**src/sv/rsqs_pkg.sv**
```systemverilog
`default_nettype none

package rsqs_pkg;

   // ring geometry and id width
   localparam int QUEUE_DEPTH = 32;
   localparam int PTR_W       = $clog2(QUEUE_DEPTH);
   localparam int ID_W        = 8;

   // field widths of the channels
   localparam int CMD_W     = 2;
   localparam int PID_W     = 8;
   localparam int PSTATE_W  = 2;
   localparam int STATUS_W  = 3;
   localparam int COUNT_W   = 5;

   localparam logic [ID_W-1:0] IDLE_ID = '1;

   // commands
   localparam logic [CMD_W-1:0] CMD_SCHEDULE = 2'd0;
   localparam logic [CMD_W-1:0] CMD_SWITCH   = 2'd1;
   localparam logic [CMD_W-1:0] CMD_AWAKEN   = 2'd2;
   localparam logic [CMD_W-1:0] CMD_KILL     = 2'd3;

   // process states
   localparam logic [PSTATE_W-1:0] PST_RUNNING  = 2'd0;
   localparam logic [PSTATE_W-1:0] PST_READY    = 2'd1;
   localparam logic [PSTATE_W-1:0] PST_SLEEPING = 2'd2;
   localparam logic [PSTATE_W-1:0] PST_ZOMBIE   = 2'd3;

   // status codes
   localparam logic [STATUS_W-1:0] STS_OK         = 3'd0;
   localparam logic [STATUS_W-1:0] STS_FULL       = 3'd1;
   localparam logic [STATUS_W-1:0] STS_NOREADY    = 3'd2;
   localparam logic [STATUS_W-1:0] STS_SLEEPEMPTY = 3'd3;
   localparam logic [STATUS_W-1:0] STS_ZOMBIE     = 3'd4;

   typedef struct packed {
      logic [CMD_W-1:0]    req_type;
      logic [PID_W-1:0]    proc_id;
      logic [PSTATE_W-1:0] proc_state_in;
   } rsqs_req_type;

   typedef struct packed {
      logic [STATUS_W-1:0] status;
      logic [PID_W-1:0]    running_id;
      logic [PSTATE_W-1:0] running_state;
      logic [COUNT_W-1:0]  ready_count;
      logic [COUNT_W-1:0]  sleep_count;
      logic [PID_W-1:0]    next_ready_id;
      logic [PID_W-1:0]    next_sleep_id;
   } rsqs_rsp_type;

   function automatic logic [PTR_W-1:0] ptr_next(input logic [PTR_W-1:0] p);
      return (p == PTR_W'(QUEUE_DEPTH - 1)) ? '0 : p + 1'b1;
   endfunction

   function automatic logic [PTR_W-1:0] ring_count(input logic [PTR_W-1:0] head,
                                                   input logic [PTR_W-1:0] tail);
      logic [PTR_W:0] d;
      d = {1'b0, tail} - {1'b0, head};
      if (tail < head) begin
         d = d + (PTR_W+1)'(QUEUE_DEPTH);
      end
      return d[PTR_W-1:0];
   endfunction

endpackage

`default_nettype wire

```
**src/sv/ready_sleep_queue_scheduler.sv**
```systemverilog
// Channel  Ports                          Direction  Beat
// req      req_valid req_ready req_data   in         one command
// rsp      rsp_valid rsp_ready rsp_data   out        status and snapshot
//
// Each command runs accept, execute (ring read data from the head
// read issued the cycle before, ring write, pointer update), report (head
// read of the new pointers lands). The ring RAMs' registered read sets this order.
// Reset is synchronous: pointers zero, running id idle, output empty.
// A report waits while the previous beat is still held on rsp; a new
// command is taken in idle even while a result waits to be taken.
`default_nettype none

module ready_sleep_queue_scheduler (
   input  wire logic                   clock,
   input  wire logic                   reset,
   input  wire logic                   req_valid,
   output logic                        req_ready,
   input  wire rsqs_pkg::rsqs_req_type req_data,
   output logic                        rsp_valid,
   input  wire logic                   rsp_ready,
   output rsqs_pkg::rsqs_rsp_type      rsp_data
);

   localparam int PTR_W = rsqs_pkg::PTR_W;
   localparam int ID_W  = rsqs_pkg::ID_W;

   typedef enum logic [2:0] {
      FSM_IDLE   = 3'b001,
      FSM_EXEC   = 3'b010,
      FSM_REPORT = 3'b100
   } fsm_type;

   fsm_type fsm_ff, fsm_in;

   rsqs_pkg::rsqs_req_type req_ff;

   logic [PTR_W-1:0] ready_head_ff, ready_head_in, ready_tail_ff, ready_tail_in;
   logic [PTR_W-1:0] sleep_head_ff, sleep_head_in, sleep_tail_ff, sleep_tail_in;
   logic [ID_W-1:0]  cur_id_ff, cur_id_in;
   logic [rsqs_pkg::PSTATE_W-1:0] cur_st_ff, cur_st_in;
   logic [rsqs_pkg::STATUS_W-1:0] sts_ff, sts_in;

   // ring RAMs
   logic [ID_W-1:0] ready_mem [rsqs_pkg::QUEUE_DEPTH];
   logic [ID_W-1:0] sleep_mem [rsqs_pkg::QUEUE_DEPTH];
   logic [ID_W-1:0] ready_rd_ff, sleep_rd_ff;
   logic            ready_push, sleep_push, ready_pop, sleep_pop;
   logic [ID_W-1:0] ready_push_id, sleep_push_id;

   // write/read collision bypass
   logic            ready_fwd_ff, ready_fwd_in, sleep_fwd_ff, sleep_fwd_in;
   logic [ID_W-1:0] ready_fwd_data_ff, sleep_fwd_data_ff;

   logic rsp_valid_ff, rsp_valid_in, rsp_load;
   rsqs_pkg::rsqs_rsp_type rsp_data_ff, rsp_data_in;

   logic ready_empty, ready_full, sleep_empty, sleep_full;
   logic [rsqs_pkg::PSTATE_W-1:0] eff_st;
   logic [PTR_W-1:0] ready_cnt, sleep_cnt;
   logic [ID_W-1:0]  ready_head_id, sleep_head_id;

   assign req_ready = (fsm_ff == FSM_IDLE);
   assign rsp_valid = rsp_valid_ff;
   assign rsp_data  = rsp_data_ff;

   assign ready_empty = (ready_head_ff == ready_tail_ff);
   assign sleep_empty = (sleep_head_ff == sleep_tail_ff);
   assign ready_full  = (rsqs_pkg::ptr_next(ready_tail_ff) == ready_head_ff);
   assign sleep_full  = (rsqs_pkg::ptr_next(sleep_tail_ff) == sleep_head_ff);
   assign eff_st      = (req_ff.req_type == rsqs_pkg::CMD_KILL) ? rsqs_pkg::PST_ZOMBIE
                                                                : cur_st_ff;

   // command execution, only acts in FSM_EXEC
   always_comb begin
      sts_in        = sts_ff;
      cur_id_in     = cur_id_ff;
      cur_st_in     = cur_st_ff;
      ready_push    = 1'b0;
      sleep_push    = 1'b0;
      ready_pop     = 1'b0;
      sleep_pop     = 1'b0;
      ready_push_id = ID_W'(req_ff.proc_id);
      sleep_push_id = ID_W'(req_ff.proc_id);
      if (fsm_ff == FSM_EXEC) begin
         sts_in = rsqs_pkg::STS_OK;
         case (req_ff.req_type)
            rsqs_pkg::CMD_SCHEDULE: begin
               case (req_ff.proc_state_in)
                  rsqs_pkg::PST_READY: begin
                     if (ready_full) sts_in = rsqs_pkg::STS_FULL;
                     else ready_push = 1'b1;
                  end
                  rsqs_pkg::PST_SLEEPING: begin
                     if (sleep_full) sts_in = rsqs_pkg::STS_FULL;
                     else sleep_push = 1'b1;
                  end
                  rsqs_pkg::PST_ZOMBIE: begin
                     sts_in = rsqs_pkg::STS_ZOMBIE;
                  end
                  default: begin
                     sts_in = rsqs_pkg::STS_OK;
                  end
               endcase
            end
            rsqs_pkg::CMD_SWITCH, rsqs_pkg::CMD_KILL: begin
               cur_st_in = eff_st;
               if (ready_empty) begin
                  sts_in = rsqs_pkg::STS_NOREADY;
               end else begin
                  // retire the current process before popping the head
                  if (eff_st == rsqs_pkg::PST_ZOMBIE) begin
                     sts_in = rsqs_pkg::STS_ZOMBIE;
                  end else if (ready_full) begin
                     sts_in = rsqs_pkg::STS_FULL;
                  end else begin
                     ready_push    = 1'b1;
                     ready_push_id = cur_id_ff;
                  end
                  ready_pop = 1'b1;
                  cur_id_in = ready_rd_ff;
                  cur_st_in = rsqs_pkg::PST_RUNNING;
               end
            end
            rsqs_pkg::CMD_AWAKEN: begin
               if (sleep_empty) begin
                  sts_in = rsqs_pkg::STS_SLEEPEMPTY;
               end else begin
                  sleep_pop = 1'b1;
                  if (ready_full) begin
                     sts_in = rsqs_pkg::STS_FULL;
                  end else begin
                     ready_push    = 1'b1;
                     ready_push_id = sleep_rd_ff;
                  end
               end
            end
            default: begin
               sts_in = rsqs_pkg::STS_OK;
            end
         endcase
      end
   end

   assign ready_head_in = ready_pop  ? rsqs_pkg::ptr_next(ready_head_ff) : ready_head_ff;
   assign ready_tail_in = ready_push ? rsqs_pkg::ptr_next(ready_tail_ff) : ready_tail_ff;
   assign sleep_head_in = sleep_pop  ? rsqs_pkg::ptr_next(sleep_head_ff) : sleep_head_ff;
   assign sleep_tail_in = sleep_push ? rsqs_pkg::ptr_next(sleep_tail_ff) : sleep_tail_ff;

   // a push that writes the slot the head read targets (ring empty, or emptied by the pop)
   assign ready_fwd_in = ready_push && (ready_tail_ff == ready_head_in);
   assign sleep_fwd_in = sleep_push && (sleep_tail_ff == sleep_head_in);

   // head reads follow the next pointers, so the head word is registered
   always_ff @(posedge clock) begin
      if (ready_push) begin
         ready_mem[ready_tail_ff] <= ready_push_id;
      end
      ready_rd_ff <= ready_mem[ready_head_in];
   end

   always_ff @(posedge clock) begin
      if (sleep_push) begin
         sleep_mem[sleep_tail_ff] <= sleep_push_id;
      end
      sleep_rd_ff <= sleep_mem[sleep_head_in];
   end

   always_ff @(posedge clock) begin
      ready_fwd_data_ff <= ready_push_id;
      sleep_fwd_data_ff <= sleep_push_id;
      sts_ff            <= sts_in;
      if (req_valid && req_ready) begin
         req_ff <= req_data;
      end
   end

   always_comb begin
      fsm_in = fsm_ff;
      case (fsm_ff)
         FSM_IDLE:   if (req_valid) fsm_in = FSM_EXEC;
         FSM_EXEC:   fsm_in = FSM_REPORT;
         FSM_REPORT: if (rsp_load) fsm_in = FSM_IDLE;
         default:    fsm_in = FSM_IDLE;
      endcase
   end

   // report snapshot
   assign ready_cnt     = rsqs_pkg::ring_count(ready_head_ff, ready_tail_ff);
   assign sleep_cnt     = rsqs_pkg::ring_count(sleep_head_ff, sleep_tail_ff);
   assign ready_head_id = ready_fwd_ff ? ready_fwd_data_ff : ready_rd_ff;
   assign sleep_head_id = sleep_fwd_ff ? sleep_fwd_data_ff : sleep_rd_ff;

   always_comb begin
      rsp_data_in.status        = sts_ff;
      rsp_data_in.running_id    = rsqs_pkg::PID_W'(cur_id_ff);
      rsp_data_in.running_state = cur_st_ff;
      rsp_data_in.ready_count   = rsqs_pkg::COUNT_W'(ready_cnt);
      rsp_data_in.sleep_count   = rsqs_pkg::COUNT_W'(sleep_cnt);
      rsp_data_in.next_ready_id = (ready_cnt != '0) ? rsqs_pkg::PID_W'(ready_head_id) : '0;
      rsp_data_in.next_sleep_id = (sleep_cnt != '0) ? rsqs_pkg::PID_W'(sleep_head_id) : '0;
   end

   assign rsp_load     = (fsm_ff == FSM_REPORT) && (!rsp_valid_ff || rsp_ready);
   assign rsp_valid_in = rsp_load || (rsp_valid_ff && !rsp_ready);

   always_ff @(posedge clock) begin
      if (rsp_load) begin
         rsp_data_ff <= rsp_data_in;
      end
   end

   always_ff @(posedge clock) begin
      if (reset) begin
         fsm_ff        <= FSM_IDLE;
         ready_head_ff <= '0;
         ready_tail_ff <= '0;
         sleep_head_ff <= '0;
         sleep_tail_ff <= '0;
         cur_id_ff     <= rsqs_pkg::IDLE_ID;
         cur_st_ff     <= rsqs_pkg::PST_RUNNING;
         ready_fwd_ff  <= 1'b0;
         sleep_fwd_ff  <= 1'b0;
         rsp_valid_ff  <= 1'b0;
      end else begin
         fsm_ff        <= fsm_in;
         ready_head_ff <= ready_head_in;
         ready_tail_ff <= ready_tail_in;
         sleep_head_ff <= sleep_head_in;
         sleep_tail_ff <= sleep_tail_in;
         cur_id_ff     <= cur_id_in;
         cur_st_ff     <= cur_st_in;
         ready_fwd_ff  <= ready_fwd_in;
         sleep_fwd_ff  <= sleep_fwd_in;
         rsp_valid_ff  <= rsp_valid_in;
      end
   end

`ifndef ASSERT_OFF
   a_accept_exec: assert property (@(posedge clock) disable iff (reset)
      req_valid && req_ready |=> fsm_ff == FSM_EXEC)
      else $error("accepted beat did not move to execute");

   a_ptr_hold: assert property (@(posedge clock) disable iff (reset)
      fsm_ff != FSM_EXEC |=> $stable(ready_head_ff) && $stable(ready_tail_ff)
                             && $stable(sleep_head_ff) && $stable(sleep_tail_ff))
      else $error("ring pointer moved outside execute");

   a_rsp_source: assert property (@(posedge clock) disable iff (reset)
      $rose(rsp_valid_ff) |-> $past(fsm_ff) == FSM_REPORT)
      else $error("response raised without a report");
`endif

endmodule

`default_nettype wire

```
**config.mk**
```make
export PLATFORM = sky130hd
export DESIGN_NAME = ready_sleep_queue_scheduler
export DESIGN_NICKNAME = d
export VERILOG_FILES = /design/src/sv/rsqs_pkg.sv /design/src/sv/ready_sleep_queue_scheduler.sv
export SDC_FILE = /design/constraint.sdc
export NUM_CORES = 1
export LEC_CHECK = 0
export BUFFER_PORTS_ARGS = -buffer_cell sky130_fd_sc_hd__buf_2
export CORE_MARGIN = 3
export CORE_UTILIZATION = 40
export DETAILED_ROUTE_END_ITERATION = 8
export SLEW_MARGIN = 20
export SYNTH_ARGS = -nofsm -noshare
export SYNTH_HDL_FRONTEND = slang
export SYNTH_SLANG_ARGS = --single-unit
```
**constraint.sdc**
```tcl
create_clock -name clock -period 7.4 [get_ports clock]
set_clock_uncertainty 0.05 [all_clocks]
set_input_delay 1.48 -clock clock [delete_from_list [all_inputs] [get_ports clock]]
set_output_delay 1.48 -clock clock [all_outputs]
set_load 0.01 [all_outputs]
```
==> impl_summary.md <==
Setup path
At the worst endpoint, the arrival time is 4.94 ns. The worst setup path is launched from a register. The critical path endpoint category is a register. The slowest stage of the critical path is the mux2_4 cell. The critical path is of the register to register type. The required time at the worst-slack endpoint is 7.88 ns. The critical path's most frequent cell is a31oi_1. The reg2reg setup slack is 2.94 ns. The largest fanout on the critical path is 80. The signal on the critical path passes through inv_1 -> ha_1 -> and4_1 -> a211oi_4 -> mux2_4 -> buf_4 -> nand2_1 -> a31oi_1 -> and3_1 -> a31oi_1 -> nand3_1. The critical path's largest stage delay is 0.84 ns.

Synthesis
The synthesized design contains 634 register bits. The most used flip-flop cell after synthesis is edfxtp_1. The net count after synthesis is 2067. The async set or reset register ratio after synthesis is 0%. The proportion of synthesized chip area in sequential cells is 71.4%. Counting flops with a built-in enable in the synthesized netlist gives 566. Synthesis produced 2027 cells. The post-synthesis cell type count is 65. The Yosys step of the flow raised 0 warnings. The synthesized area divided by synthesized cell count is 12.7 um2. The area of the mapped netlist is 25700 um2.

Routing
In the routed layout, each cell is associated on average with a via count of 5.49. The number of remaining DRC errors is 0. The final antenna-violating net count is 0. In the final routed layout, each cell accounts on average for 21.7 um.

The first-pass iteration count of the detailed router is 8. The sum of routed wire length over all layers is 64.2 mm. After the first detailed-routing iteration, the DRC count stood at 1721. The via count is 16300.

Global routing
The initial antenna violation count is 2. The first global-routing pass estimated 96.4 mm of wire. The number of global-route vias before repair came to 15500. Across every metal layer, demand over resource in global routing totals 18.9%. Entering global routing, the biggest net connects 131 pins. The global-route congestion overflow total is 0.

Worst hold path
The type of the tightest min-delay check is register to register.

Job
Max-cap violations in this run came to 0.

Clock tree
Buffers added to address setup during post-CTS repair amount to 0. The clock-pin slew reported for the worst setup and hold paths after clock tree synthesis is 0.06 ns. The hold buffer count at cts is 0. In this run the number of H-tree levels came out at 3. The count of cells resized by post-cts repair is 0.

The CTS tree is built. The number of clock buffers added by TritonCTS is 66. The total number of clock tree sinks is 634. The later pin in the worst-skew pair is clocked with a latency of 0.60 ns. Clock tree synthesis selected as its root buffer the cell clkbuf_16. The maximum buffer depth of the clock tree is 3.

Timing
The ratio of final minimum period to clock period is 60.2%. The worst hold slack is 0.379 ns. Setup repair after global routing left no endpoint under its margin. The slew at the pin closest to its max-slew limit is 0.999 ns. The number of hold violations in the final report is 0. The worst pin sits at a relative slew slack of 32.8%.

The setup TNS is 0 ns. For this run, the top clock speed supported by timing is 224 MHz. The count of endpoints failing setup in the final report is 0. The least setup slack across all paths after layout is 2.94 ns. Subtracting the final worst setup slack from the clock period gives 4.46 ns. The number of pins exceeding their max-slew limit in the final report is 0.

Finish
The most common cell after layout, fill and taps aside is edfxtp_1. The library cells used most frequently in the layout, excluding fill and tap cells, are edfxtp_1 (566), nand2_1 (494), nand3_1 (177). The fraction of layout cells with a size suffix above 1 is 10.2%.

Compared with the post-synthesis result, the final layout area differs by 12.5%. After routing the design area is 28900 um2. For this run, the post-layout net count is 2111.

Place
The placed instances occupy a cell area of 26800 um2. At the end of routability-driven placement, the weighted congestion stood at 0.829. The count of input and output buffers is 56.

The worst setup slack after placement is 2.97 ns. The placed wire-length estimate is 39.7 mm.

Die
The core region is 63300 um2. The floorplan step defined a die boundary enclosing 67300 um2. The floorplan has 92 rows. In this run the horizontal extent of the chip is 259 um. The effective utilization at floorplan is 40.6%. The top-level I/O count is 57. Measured along the y axis, the die boundary spans 259 um.

Power
The analysis attributes to cell leakage a power of 9.87 nW. The highest ir drop seen on vdd is 0.000150 V. The total power density per cell area is 251 nW/um2.

Run status
The run finished with clean final reports.
[cells in the mapped netlist, drive strengths merged, types with 20 or more instances]
master,count,share of area (%)
a211oi,20,0.70
a21oi,64,1.2
a31oi,61,1.5
and2,20,0.49
and3,20,0.49
buf,70,1.5
clkbuf,40,0.58
dfxtp,68,5.3
edfxtp,566,66
ha,22,1.1
inv,29,0.42
mux2i,45,1.8
nand2,494,7.2
nand3,177,3.4
nand4,20,0.49
nor2,115,1.7
o21ai,23,0.51
xnor2,22,0.75
[cell type report]
type                            count  area, um2
Multi-Input combinational cell   1254       6790
Clock buffer                       90       1890
Tap cell                          846       1060
Inverter                           29        109
Sequential cell                   634      18400
Clock inverter                     26        201
Timing Repair Buffer               86        518
Fill cell                        5640      34400
Antenna cell                        1       2.50
[worst paths after layout]
| path | start | to | cells past startpoint |
|---|---|---|---|
| hold reg to reg | sts_ff[1] | rsp_data[37] | 0 |
| setup / recovery | sleep_head_ff[2] | sleep_rd_ff[0] | 11 |
| hold / removal | sts_ff[1] | rsp_data[37] | 0 |
| setup reg to reg | sleep_head_ff[2] | sleep_rd_ff[0] | 11 |
[per-stage QoR]
stage	power, W	util (%)	instances
detailed placement	0.00411	42.4	2849
global route	0.00744	45.7	2965
global placement	0.00410	42.4	2849
CTS	0.00730	45.7	2965
finish	0.00725	45.7	2966
floorplan	0.00404	-	2027
[worst max-delay path, delay by kind of cell, from the launching register on]
kind | cells | cell delay (ns)
AND/OR/NAND/NOR | 4 | 0.78
buffers and inverters | 2 | 0.77
adder cells (fa/ha/maj) | 1 | 0.43
multiplexers | 1 | 0.84
flip-flops | 1 | 0.64
AO/OA/AOI/OAI | 3 | 0.81
[metal layers]
metal / vias to the layer above / routed length, um / global-route usage (%)
li1: 7467 / - / -
met1: 8013 / 28300 / 27.1
met2: 706 / 28700 / 28.5
met3: 102 / 5830 / 4.48
met4: 0 / 1400 / 5.93
met5: - / 0 / 0
[cells by family after synthesis]
group	count (synthesis)	share of synthesized area [%]
AO/OA/AOI/OAI	224	5.78
XOR/XNOR	32	1.09
adder cells (fa/ha/maj)	24	1.23
buffers and inverters	139	2.47
flip-flops	634	71.4
multiplexers	49	1.99
AND/OR/NAND/NOR	925	16.0
[report_power, final]
part / switching (W) / internal (W)
clock network: 0.00133 / 0.00188
registers: 0.00000785 / 0.00392
logic: 0.0000871 / 0.0000194
total: 0.00143 / 0.00582
No activity file was read; power rests on OpenSTA's default activity.
